$ cat src/rtl/xsa_pkg.sv
package xsa_pkg;

    // Store and lane geometry
    localparam int SECRET_WORDS = 32;
    localparam int LANES        = 8;
    localparam int SIDX_W       = $clog2(SECRET_WORDS);
    localparam int LANE_W       = $clog2(LANES);
    localparam int ROWS         = LANES / 2;        // one row holds a lane pair
    localparam int ROW_AW       = LANE_W - 1;

    localparam int WORD_W = 64;
    localparam int HALF_W = 32;
    localparam int ROW_W  = 2 * WORD_W;

    // stripe, secret_index and scramble_base fields
    localparam int FIELD_IDX_W = 5;
    localparam int SUM_W       = FIELD_IDX_W + 1;

    localparam int                        SCRAMBLE_SHIFT      = 47;
    localparam logic [HALF_W-1:0]         PRIME32_1           = 32'h9E3779B1;
    localparam logic [FIELD_IDX_W-1:0]    SCRAMBLE_BASE_RESET = 5'd16;

    // result queue
    localparam int FIFO_DEPTH = 4;
    localparam int FIFO_AW    = $clog2(FIFO_DEPTH);
    localparam int CNT_W      = $clog2(FIFO_DEPTH + 1);

    typedef enum logic [1:0] {
        MODE_LOAD     = 2'd0,
        MODE_ACCUM    = 2'd1,
        MODE_SCRAMBLE = 2'd2,
        MODE_WRITE    = 2'd3
    } t_mode;

    typedef struct packed {
        logic              s1_valid;
        logic              s2_valid;
        logic              s1_writes;
        logic [ROW_AW-1:0] s1_row;
    } t_pipe_status;

    // index sums stay below 2 * SECRET_WORDS + 8, two folds are enough
    function automatic logic [SIDX_W-1:0] secret_wrap(input logic [SUM_W-1:0] sum);
        logic [SUM_W-1:0] v;
        v = sum;
        if (int'(v) >= SECRET_WORDS) begin
            v = v - SUM_W'(SECRET_WORDS);
        end
        if (int'(v) >= SECRET_WORDS) begin
            v = v - SUM_W'(SECRET_WORDS);
        end
        return SIDX_W'(v);
    endfunction

endpackage

$ cat src/rtl/xsa_out_fifo.sv
module xsa_out_fifo (
    input  logic                          i_clk,
    input  logic                          i_rst_n,
    input  logic                          i_push,
    input  logic [xsa_pkg::WORD_W-1:0]    i_word,
    input  logic                          i_stall,
    output logic                          o_valid,
    output logic [xsa_pkg::WORD_W-1:0]    o_word,
    output logic [xsa_pkg::CNT_W-1:0]     o_count
);

    localparam int AW = xsa_pkg::FIFO_AW;

    logic [xsa_pkg::WORD_W-1:0] r_mem [xsa_pkg::FIFO_DEPTH];
    logic [AW-1:0]              r_wr_ptr, r_rd_ptr;
    logic [xsa_pkg::CNT_W-1:0]  r_cnt;
    logic                       pop;

    function automatic logic [AW-1:0] ptr_inc(input logic [AW-1:0] p);
        return (p == AW'(xsa_pkg::FIFO_DEPTH - 1)) ? '0 : p + AW'(1);
    endfunction

    assign o_valid = (r_cnt != '0);
    assign o_word  = r_mem[r_rd_ptr];
    assign o_count = r_cnt;
    assign pop     = o_valid && !i_stall;

    always_ff @(posedge i_clk) begin
        if (i_push) begin
            r_mem[r_wr_ptr] <= i_word;
        end
    end

    always_ff @(posedge i_clk) begin
        if (!i_rst_n) begin
            r_wr_ptr <= '0;
            r_rd_ptr <= '0;
            r_cnt    <= '0;
        end else begin
            if (i_push) begin
                r_wr_ptr <= ptr_inc(r_wr_ptr);
            end
            if (pop) begin
                r_rd_ptr <= ptr_inc(r_rd_ptr);
            end
            r_cnt <= r_cnt + xsa_pkg::CNT_W'(i_push) - xsa_pkg::CNT_W'(pop);
        end
    end

endmodule

$ cat config.mk
export PLATFORM = sky130hd
export DESIGN_NAME = xsa_out_fifo
export DESIGN_NICKNAME = d
export VERILOG_FILES = /design/src/rtl/xsa_pkg.sv /design/src/rtl/xsa_out_fifo.sv
export SDC_FILE = /design/constraint.sdc
export NUM_CORES = 1
export LEC_CHECK = 0
export ABC_CLOCK_PERIOD_IN_PS = 3250
export BUFFER_PORTS_ARGS = -buffer_cell sky130_fd_sc_hd__buf_2
export CORE_MARGIN = 2
export CORE_UTILIZATION = 57
export DETAILED_ROUTE_END_ITERATION = 16
export MAX_ROUTING_LAYER = met4
export PLACE_DENSITY_LB_ADDON = 0.08
export REMOVE_ABC_BUFFERS = 1
export SYNTH_ARGS = -nofsm -noshare
export SYNTH_HDL_FRONTEND = slang
export SYNTH_SLANG_ARGS = --single-unit
export TNS_END_PERCENT = 5
$ cat constraint.sdc
create_clock -name i_clk -period 3.25 [get_ports i_clk]
set_input_delay 0.325 -clock i_clk [delete_from_list [all_inputs] [get_ports i_clk]]
set_output_delay 0.325 -clock i_clk [all_outputs]
set_load 0.01 [all_outputs]
=== Yosys cells after proc, flatten, opt, wreduce, memory -nomap -nowiden ===
Memory sizes are Yosys's and may differ from the RTL's. A register that Yosys moved wholly into a read port is not among the register bits.
Index checks and enable logic that the tools add are counted.

* Register bits after elaboration: 7
* RAM bits: 256
* Bits of input ports: 68
* Output and inout bits: 68
* Logic and storage cells: 19
* Memories: 1

* Add/subtract/negate cells: 4
* Equal/unequal tests: 2
* Multiplexer cells: 6
* Reduce and logical (&&, ||, !) cells: 3

{| class="wikitable"
|+ Memory list
! memory !! depth !! bits a word !! rd ports !! clocked after Yosys merged registers in !! wr ports !! line !! text
|-
| r_mem || 4 || 64 || 1 || 1 || 1 || xsa_out_fifo.sv:14 || <nowiki>logic [xsa_pkg::WORD_W-1:0] r_mem [xsa_pkg::FIFO_DEPTH];</nowiki>
|}

{| class="wikitable"
|+ Operators with widths
! cell !! count
|-
| $mux W2 || 4
|-
| $add A2 B1 Y2 const B || 2
|-
| $eq A2 B2 Y1 const B || 2
|-
| $add A3 B1 Y3 || 1
|-
| $reduce_bool A3 Y1 || 1
|-
| $sub A3 B1 Y3 || 1
|-
| $mux W1 || 2
|-
| $logic_and A1 B1 Y1 || 1
|-
| $logic_not A1 Y1 || 1
|}

=== Depth between registers and ports, before layout ===
Gate-level depths: netlist of the first run.

* Word-level depth: 4
* Mapped depth: 10

=== Worst setup path after synthesis of the first run ===
OpenSTA, ideal clock, no wires.

* Path kind: reg2reg
* From: reg r_wr_ptr[0]
* To: mem r_mem[3][0] in the netlist's numbering (enable)
* Data arrival time: 2.054 ns
* Data required time: 2.822 ns
* Setup slack: 0.767 ns
* Cell stages (with the launch flop): 3
* Buffers on the path: 0
* Cell sequence: dfxtp_1 ha_1 and2_1

{| class="wikitable"
|+ RTL lines
! item !! line !! text
|-
| start, declared || xsa_out_fifo.sv:15 || <nowiki>logic [AW-1:0] r_wr_ptr, r_rd_ptr;</nowiki>
|-
| start signal, assigned || xsa_out_fifo.sv:41 || <nowiki>r_wr_ptr <= ptr_inc(r_wr_ptr);</nowiki>
|-
| end, declared || xsa_out_fifo.sv:14 ||
|}

Straight into the memory's write port.

==> flow_summary.ini, run 1 <==
[run_status]
status = complete, no violations

[floorplan]
die_y_um = 135
fp-row-count = 47
ios = 136
initial_core_util = 0.585
dieArea_mm2 = 0.0182
die_x_um = 135
coreArea_mm2 = 0.0167

[clock_network]
ctsResizeCount = 0
postCtsSetupBuffers = 0
cts_sinks = 265
postCtsHoldBufs = 11
clkSlewWorstSetupHoldPaths_ns = 0.06
clk_latency_ns = 0.53
cts_tree = done
h-tree-depth = 1
clockBufferDepth = 3
cts_root_buffer = clkbuf_16
numCtsBuffers = 27

[drt]
first_iter_violations = 286
detail_route.wl_per_cell_um = 21.4
dr.pass1.iters = 4
wl_um = 16800
drc_errors = 0
drtAntennaViolNets = 0
vias = 4419
vias_per_cell = 5.62

[critical_path]
worst_setup_path_end_kind = output port
critPathKind = reg2out
required_ns = 2.92
max_stage_delay_ns = 0.58
crit_slowest_cell = dfxtp_4
arrival_ns = 2.24
crit_chain = buf_4 -> mux4_2 -> buf_2
critPathMaxFanout = 17
start_kind = register

[sta]
setup_viol = 0
slew_headroom = 0.333
worst_slew_pin_slew_ns = 1.00
fmax_ghz = 0.390
final.min_clock_period_ns = 2.56
skew_ns = 0.0137
final.setup.tns_ns = 0
layout_worst_path_cycle_share = 0.789
hold_viol = 0
rsz0062_at_grt = no
maxSlewViolCount = 0

[power_and_ir_drop]
internal_power_mw = 6.48
p_sw_mw = 2.03
finalPower_mw = 8.51
pwr-share-comb = 0.168
ir_drop_mv = 0.534
powerDensity_mw_per_mm2 = 734
p_leak_nw = 3.95
p_sw_frac = 0.238
seqPwrFrac = 0.481
p_clk_frac = 0.351

[synthesis]
ys.flop_type = edfxtp_1
synthDistinctLibCells = 19
yosysTopAreaCellShare = 0.787
yosys_warnings = 0
syn_area_mm2 = 0.00977
synth_seq_area_share = 0.805
synthTopCellsByArea = edfxtp_1, mux4_2, dfxtp_1
ys_async_sr_fraction = 0
synth_area_leader_cell = edfxtp_1
netlist_instances = 379
synth_enable_flop_cells = 256
ys_seq_elements = 265
avgSynthCellArea_um2 = 25.8

[final_layout]
fin_cells = 786
fin_nets = 620
stdcell_area_mm2 = 0.0116
drive_above_1_share = 0.432
final_util = 0.695
syn2layout_area_growth_pct = 18.7

[flow_run]
drv_cap = 0

[global_routing]
overflow = 0
grt_pass1_wl_um = 25600
antenna_found_initial = 1
grt_usage = 0.193
grt_pass1_vias = 4733
grt_max_degree = 65

[min_path]
hold_class = in2reg

[place]
place_hpwl_um = 9460
io_buffers = 135
dpl_cell_area_mm2 = 0.0106
place_inst = 723
gp_routability_congestion = 0.693
-- registers in the layout, indices dropped and copies added (netlist names), named ones only --
name and flops:
r_mem 256, o_count 3, r_rd_ptr 2, r_wr_ptr 2
-- power by group through the flow --
stage / clock network [mW] / registers, mW / logic, mW
CTS: 3.04 / 4.11 / 1.46
detailed placement: 0 / 4.18 / 1.44
global route: 3.19 / 4.12 / 1.54
floorplan: 0 / 4.21 / 0.851
global placement: 0 / 4.16 / 1.42
finish: 2.99 / 4.09 / 1.43
-- path summary, 6_finish.rpt --
path,startpoint,endpoint,slack (ns),cells after the start
hold reg to reg,r_rd_ptr[1]$_SDFFE_PN0N_,register,0.50,2
hold / removal,i_word[35],r_mem[1][35]$_DFFE_PP_,0.02,1
setup / recovery,register,o_word[23],0.69,3
setup reg to reg,o_count[1]$_SDFF_PN0_,o_count[2]$_SDFF_PN0_,0.87,10
-- worst max-delay path, delay by kind of cell, from the launching register on --
family	cells	cell delay, ns
DFF	1	0.58
muxes	1	0.58
buffers and inverters	2	0.55
-- final cells by class --
cell class	instances	area, µm²
multi-input combinational	95	1730
antenna	1	2.50
tap	220	275
clock inverter	17	164
timing repair buffer	150	831
sequential	265	7880
inverter	5	18.8
fill	1086	5100
clock buffer	33	708
-- cells in the mapped netlist, types with 2 or more instances --
master and n:
buf_12 6, xnor2_1 2, mux4_1 4, inv_1 5
nor2b_1 3, nor2_1 2, buf_2 6, mux2i_1 4
ha_1 7, mux4_2 60, and2_1 6, dfxtp_1 9
edfxtp_1 256, nand2_1 4
-- through the flow --
stage                     hold WS (ns)  setup slack [ns]
after floorplan                  0.424            -0.507
after global placement           0.469              1.03
after detailed placement         0.493             0.903
after CTS                     0.000502             0.611
after global routing         0.0000517             0.521
final                           0.0153             0.686
-- cell families after synthesis --
logic type / synth area share
xor+xnor: 0.00179
buf+inv: 0.0189
fa+ha+maj: 0.0110
mux: 0.153
flops: 0.805
simple gates: 0.0101
-- routing by layer --
metal,vias to the layer above,track usage,wire length [µm],share of wire
met3,27,0.0383,966,0.057
met1,2321,0.247,6990,0.42
li1,1944,-,-,-
met2,127,0.321,8620,0.51
met5,-,-,0,0
met4,0,0.0538,269,0.016
-- cells in the final DEF (no fill, tap or decap), drive strengths merged --
master,instances
ha,7
mux2i,4
inv,6
edfxtp,256
bufinv,3
fa,1
buf,138
nor2,2
and2,6
mux4,64
clkinvlp,3
nor2b,4
dfxtp,9
diode,1
xnor2,2
nand2,4
clkbuf,33
or3,1
dlygate4sd3,12
clkinv,10
No activity file was read; power rests on OpenSTA's default activity.
==> run 2, diff against run 1 <==
- ABC_CLOCK_PERIOD_IN_PS: 3250 -> 2300
- CORE_UTILIZATION: 57 -> 51
- clock period: 3.25 -> 2.3 ns (I/O delays scaled with it)
==> run 2 against run 1 <==
  * Die area increased by 11%
  * Worst setup slack got worse by 0.63 ns
  * Hold slack improved by 0.020 ns
  * Flip-flop and latch count unchanged
  * Final area increased by 5.1%
  * Clock power increased by 25%
  * Critical path depth increased by 7
  * Sequential share of layout area decreased by 3.3 points
  * Sequential power increased by 38%
  * First-iteration DRC count decreased by 31%
  * Non-clock buffer count increased by 63
  * Clock skew increased by 0.0063 ns
  * Critical endpoint is now o_count[2]$_SDFF_PN0_
  * Largest power group unchanged
==> flow_summary.ini, run 2 (synthesized netlist as in run 1, its figures left out) <==
[global_routing]
overflow = 0
grt_pass1_wl_um = 26800
antenna_found_initial = 0
grt_usage = 0.178
grt_pass1_vias = 5034
grt_max_degree = 65

[floorplan]
fp-row-count = 50
die_x_um = 142
ios = 136
dieArea_mm2 = 0.0203
initial_core_util = 0.521
coreArea_mm2 = 0.0188
die_y_um = 142

[clock_network]
cts_tree = done
h-tree-depth = 1
numCtsBuffers = 27
clkSlewWorstSetupHoldPaths_ns = 0.06
clk_latency_ns = 0.52
cts_root_buffer = clkbuf_16
clockBufferDepth = 3
cts_sinks = 265

[final_layout]
layout_commonest_cell = edfxtp_1
syn2layout_area_growth_pct = 24.8
antenna_cells = 0
final_util = 0.650
largest-register = r_mem
drive_above_1_share = 0.415
layout_common_cells = edfxtp_1, buf_2, dlygate4sd3_1
largest_reg_flops = 256
fin_nets = 683

[power_and_ir_drop]
powerDensity_mw_per_mm2 = 964
ir_drop_mv = 0.770
p_sw_mw = 2.83
internal_power_mw = 8.92
seqPwrFrac = 0.480
pwr-share-comb = 0.202
p_leak_nw = 4.20
p_clk_frac = 0.318
p_sw_frac = 0.241

[flow_run]
drv_cap = 0

[critical_path]
critPathKind = reg2reg
start_kind = register
critPathMaxFanout = 3
reg2reg_setup_slack_ns = 0.06
worst_setup_path_end_kind = register
required_ns = 2.76
r2r_start = o_count[1]$_SDFF_PN0_
arrival_ns = 2.70
cp-startpoint = o_count[1]$_SDFF_PN0_

[drt]
first_iter_violations = 197
drtAntennaViolNets = 0
dr.pass1.iters = 6
vias_per_cell = 5.31
detail_route.wl_per_cell_um = 20.0
vias = 4542
drc_errors = 0
wl_um = 17100

[sta]
maxSlewViolCount = 0
worst_slew_pin_slew_ns = 0.558
final.setup.tns_ns = 0
hold_viol = 0
fmax_ghz = 0.446
layout_worst_path_cycle_share = 0.975
worst_slack_ns = 0.0580
setup_viol = 0
slew_headroom = 0.628
skew_ns = 0.0200
final.min_clock_period_ns = 2.24

[place]
dp_slack_ns = 0.000138
gp_routability_congestion = 0.726
io_buffers = 135
place_hpwl_um = 9660

[run_status]
status = complete, no violations

[min_path]
min_from = i_rst_n
hold_class = in2reg
run 2: cell types whose count changed in the layout (fill, tap and decap cells not counted), moves of 2 or more:
cell           change
ha_1               -2
dfxtp_1            -2
dfxtp_2            +2
bufinv_16          -3
clkinv_2           +2
inv_2              +2
buf_12             +5
clkinvlp_4         -3
inv_1              -2
dlygate4sd3_1     +52
buf_4              +6
run 2: area by class of cell:
type	count	area [µm²]
clock inverter	12	52.6
multi-input combinational	95	1760
timing repair buffer	213	1500
fill	1264	6580
sequential	265	7880
clock buffer	32	694
tap	234	293
inverter	5	18.8
run 2: worst max-delay path, cell delays in order, from the launching register on:
cell and delay [ns]:
dfxtp_2 0.32, or3_4 0.38, nor2b_4 0.15, ha_4 0.21, inv_2 0.04, ha_2 0.16
inv_2 0.04, fa_2 0.39, xnor2_2 0.15, xnor2_1 0.18, and2_1 0.16
run 2: metrics by stage:
stage	total power [mW]	hold WS, ns	std cells	instance area (µm²)
global placement	7.94	0.439	746	10800
CTS	11.8	0.0190	854	12200
finish	11.7	0.0357	856	12200
floorplan	7.15	0.329	365	9610
global route	12.3	0.0360	856	12200
detailed placement	7.98	0.445	746	10800
run 2: path summary, 6_finish.rpt:
kind,endpoint,cells after the start
worst min register to register,register,2
worst min-delay path,o_count[1]$_SDFF_PN0_,2
worst max-delay path,o_count[2]$_SDFF_PN0_,10
worst max register to register,o_count[2]$_SDFF_PN0_,10
run 2: what timing repair did:
item	in CTS	in global routing
gates resized for setup	3	6
setup buffers	0	2
hold buffers	64	0
setup endpoints to repair	1	1
endpoints found under the hold margin	256	0
pin swaps	0	5
run 2: per-layer routing:
metal	part of all wire	vias up	wire, µm	global-route usage
met2	0.51	119	8750	0.302
met3	0.053	20	904	0.0370
met5	0	-	0	-
met4	0.013	0	220	0.0443
met1	0.42	2332	7260	0.224
li1	-	2071	-	-
run 2: power groups by stage:
stage / Clock [mW] / Combinational [mW] / Sequential, mW
5_1_grt: 4.03 / 2.57 / 5.65
6_report: 3.74 / 2.37 / 5.64
4_1_cts: 3.84 / 2.36 / 5.64
2_1_floorplan: 0 / 1.20 / 5.95
3_5_place_dp: 0 / 2.24 / 5.74
3_3_place_gp: 0 / 2.22 / 5.72
==> run 3, diff against run 2 <==
- CELL_PAD_IN_SITES_DETAIL_PLACEMENT: unset -> 0
- CELL_PAD_IN_SITES_GLOBAL_PLACEMENT: unset -> 1
- CORE_UTILIZATION: 51 -> 45
==> run 3 against run 2 <==
  * Routed wire length increased by 2.9%
  * First-iteration DRC count increased by 5.6%
  * Global-route usage decreased by 1.8 points
  * Combinational power increased by 6%
  * Non-clock buffer count increased by 10
  * Hold slack improved by 0.011 ns
  * Utilization decreased by 6.3 points
  * Critical path type is now reg2out
  * Critical endpoint is now o_word[58]
  * Largest cell class unchanged
==> flow_summary.ini, run 3 (synthesized netlist as in run 1, its figures left out) <==
[run_status]
status = complete, no violations

[clock_network]
clk_latency_ns = 0.51
clockBufferDepth = 3
numCtsBuffers = 27
clkSlewWorstSetupHoldPaths_ns = 0.06
cts_sinks = 265
cts_tree = done
cts_root_buffer = clkbuf_16
h-tree-depth = 1

[drt]
drc_errors = 0
dr.pass1.iters = 4
drtAntennaViolNets = 0
wl_um = 17600
detail_route.wl_per_cell_um = 19.4
vias_per_cell = 5.02
vias = 4575
first_iter_violations = 208

[place]
place_hpwl_um = 9970
place_inst = 787
gp_routability_congestion = 0.689
dp_slack_ns = 0.0470
io_buffers = 135

[global_routing]
grt_pass1_wl_um = 26600
grt_pass1_vias = 4908
grt_usage = 0.161
antenna_found_initial = 0
overflow = 0
grt_max_degree = 65

[power_and_ir_drop]
p_leak_nw = 4.28
p_clk_frac = 0.316
ir_drop_mv = 0.600
p_sw_frac = 0.241
seqPwrFrac = 0.473
internal_power_mw = 9.09
finalPower_mw = 12.0
pwr-share-comb = 0.211
powerDensity_mw_per_mm2 = 964
p_sw_mw = 2.88

[critical_path]
reg2reg_setup_slack_ns = 0.10
arrival_ns = 2.00
critPathMaxFanout = 24
critPathKind = reg2out
required_ns = 2.07
crit_chain = buf_12 -> mux4_1 -> buf_2
crit_slowest_cell = mux4_1
max_stage_delay_ns = 0.58
worst_setup_path_end_kind = output port
start_kind = register

[final_layout]
fin_nets = 693
fin_cells = 911
syn2layout_area_growth_pct = 27.0
layout_common_cells = edfxtp_1, buf_2, dlygate4sd3_1
antenna_cells = 0
layout_commonest_cell = edfxtp_1
drive_above_1_share = 0.420
largest-register = r_mem
largest_reg_flops = 256

[sta]
setup_viol = 0
hold_viol = 0
worst_slew_pin_slew_ns = 0.545
worst_slack_ns = 0.0687
layout_worst_path_cycle_share = 0.970
final.min_clock_period_ns = 2.23
maxSlewViolCount = 0
skew_ns = 0.00482
fmax_ghz = 0.448
slew_headroom = 0.637
rsz0062_at_grt = yes

[floorplan]
die_x_um = 151
dieArea_mm2 = 0.0229
fp-row-count = 53
initial_core_util = 0.462
ios = 136
coreArea_mm2 = 0.0212
die_y_um = 151

[flow_run]
drv_cap = 0

[min_path]
hold_class = in2reg
-- run 3: changes by cell type in the layout (fill, tap and decap cells not counted), sizes merged --
cell | before | now
clkbuf | 32 | 34
inv | 5 | 6
clkinv | 12 | 13
buf | 149 | 159
-- run 3: stage by stage --
stage	hold WS, ns	util	instance area, µm²	TNS (ns)
CTS	0.00598	0.581	12300	-1.40
finish	0.0466	0.587	12400	0
global placement	0.439	0.511	10800	0
detailed placement	0.446	0.511	10800	0
global route	0.0328	0.587	12400	-0.523
floorplan	0.329	-	9610	-127.65
-- run 3: power groups by stage --
stage / logic (mW) / clock network (mW) / registers (mW)
2_1_floorplan: 1.20 / 0 / 5.95
3_3_place_gp: 2.20 / 0 / 5.76
3_5_place_dp: 2.23 / 0 / 5.77
4_1_cts: 2.40 / 3.92 / 5.68
5_1_grt: 2.75 / 4.09 / 5.68
6_report: 2.52 / 3.78 / 5.66
-- run 3: area by class of cell --
cell class	instances	area, µm²
Fill cell	1613	8740
Sequential cell	265	7880
Multi-Input combinational cell	95	1760
Timing Repair Buffer	223	1650
Clock buffer	34	702
Tap cell	275	344
Clock inverter	14	65.1
Inverter	5	18.8
-- run 3: path summary, 6_finish.rpt --
check | start | endpoint | cells after the start
hold / removal | i_rst_n | register | 3
hold reg to reg | r_rd_ptr[1]$_SDFFE_PN0N_ | register | 2
setup reg to reg | o_count[2]$_SDFF_PN0_ | o_count[2]$_SDFF_PN0_ | 10
setup / recovery | register | o_word[58] | 3
-- run 3: repair_timing --
action,4_1_cts,5_1_grt
setup buffers,0,12
hold buffers,64,0
hold endpoints to repair,256,0
pin swaps,0,4
endpoints found under the setup margin,37,56
resized for setup,10,10
-- run 3: critical path: cells and delay by family (launching register included) --
kind	cells	cell delay (ns)
mux	1	0.58
flops	1	0.47
buf+inv	2	0.42
-- run 3: per-layer routing --
metal	GRT usage	vias to the layer above	share of wire
met1	0.209	2342	0.42
met4	0.0364	0	0.016
met3	0.0343	22	0.056
li1	-	2087	-
met2	0.264	124	0.51
met5	-	-	0
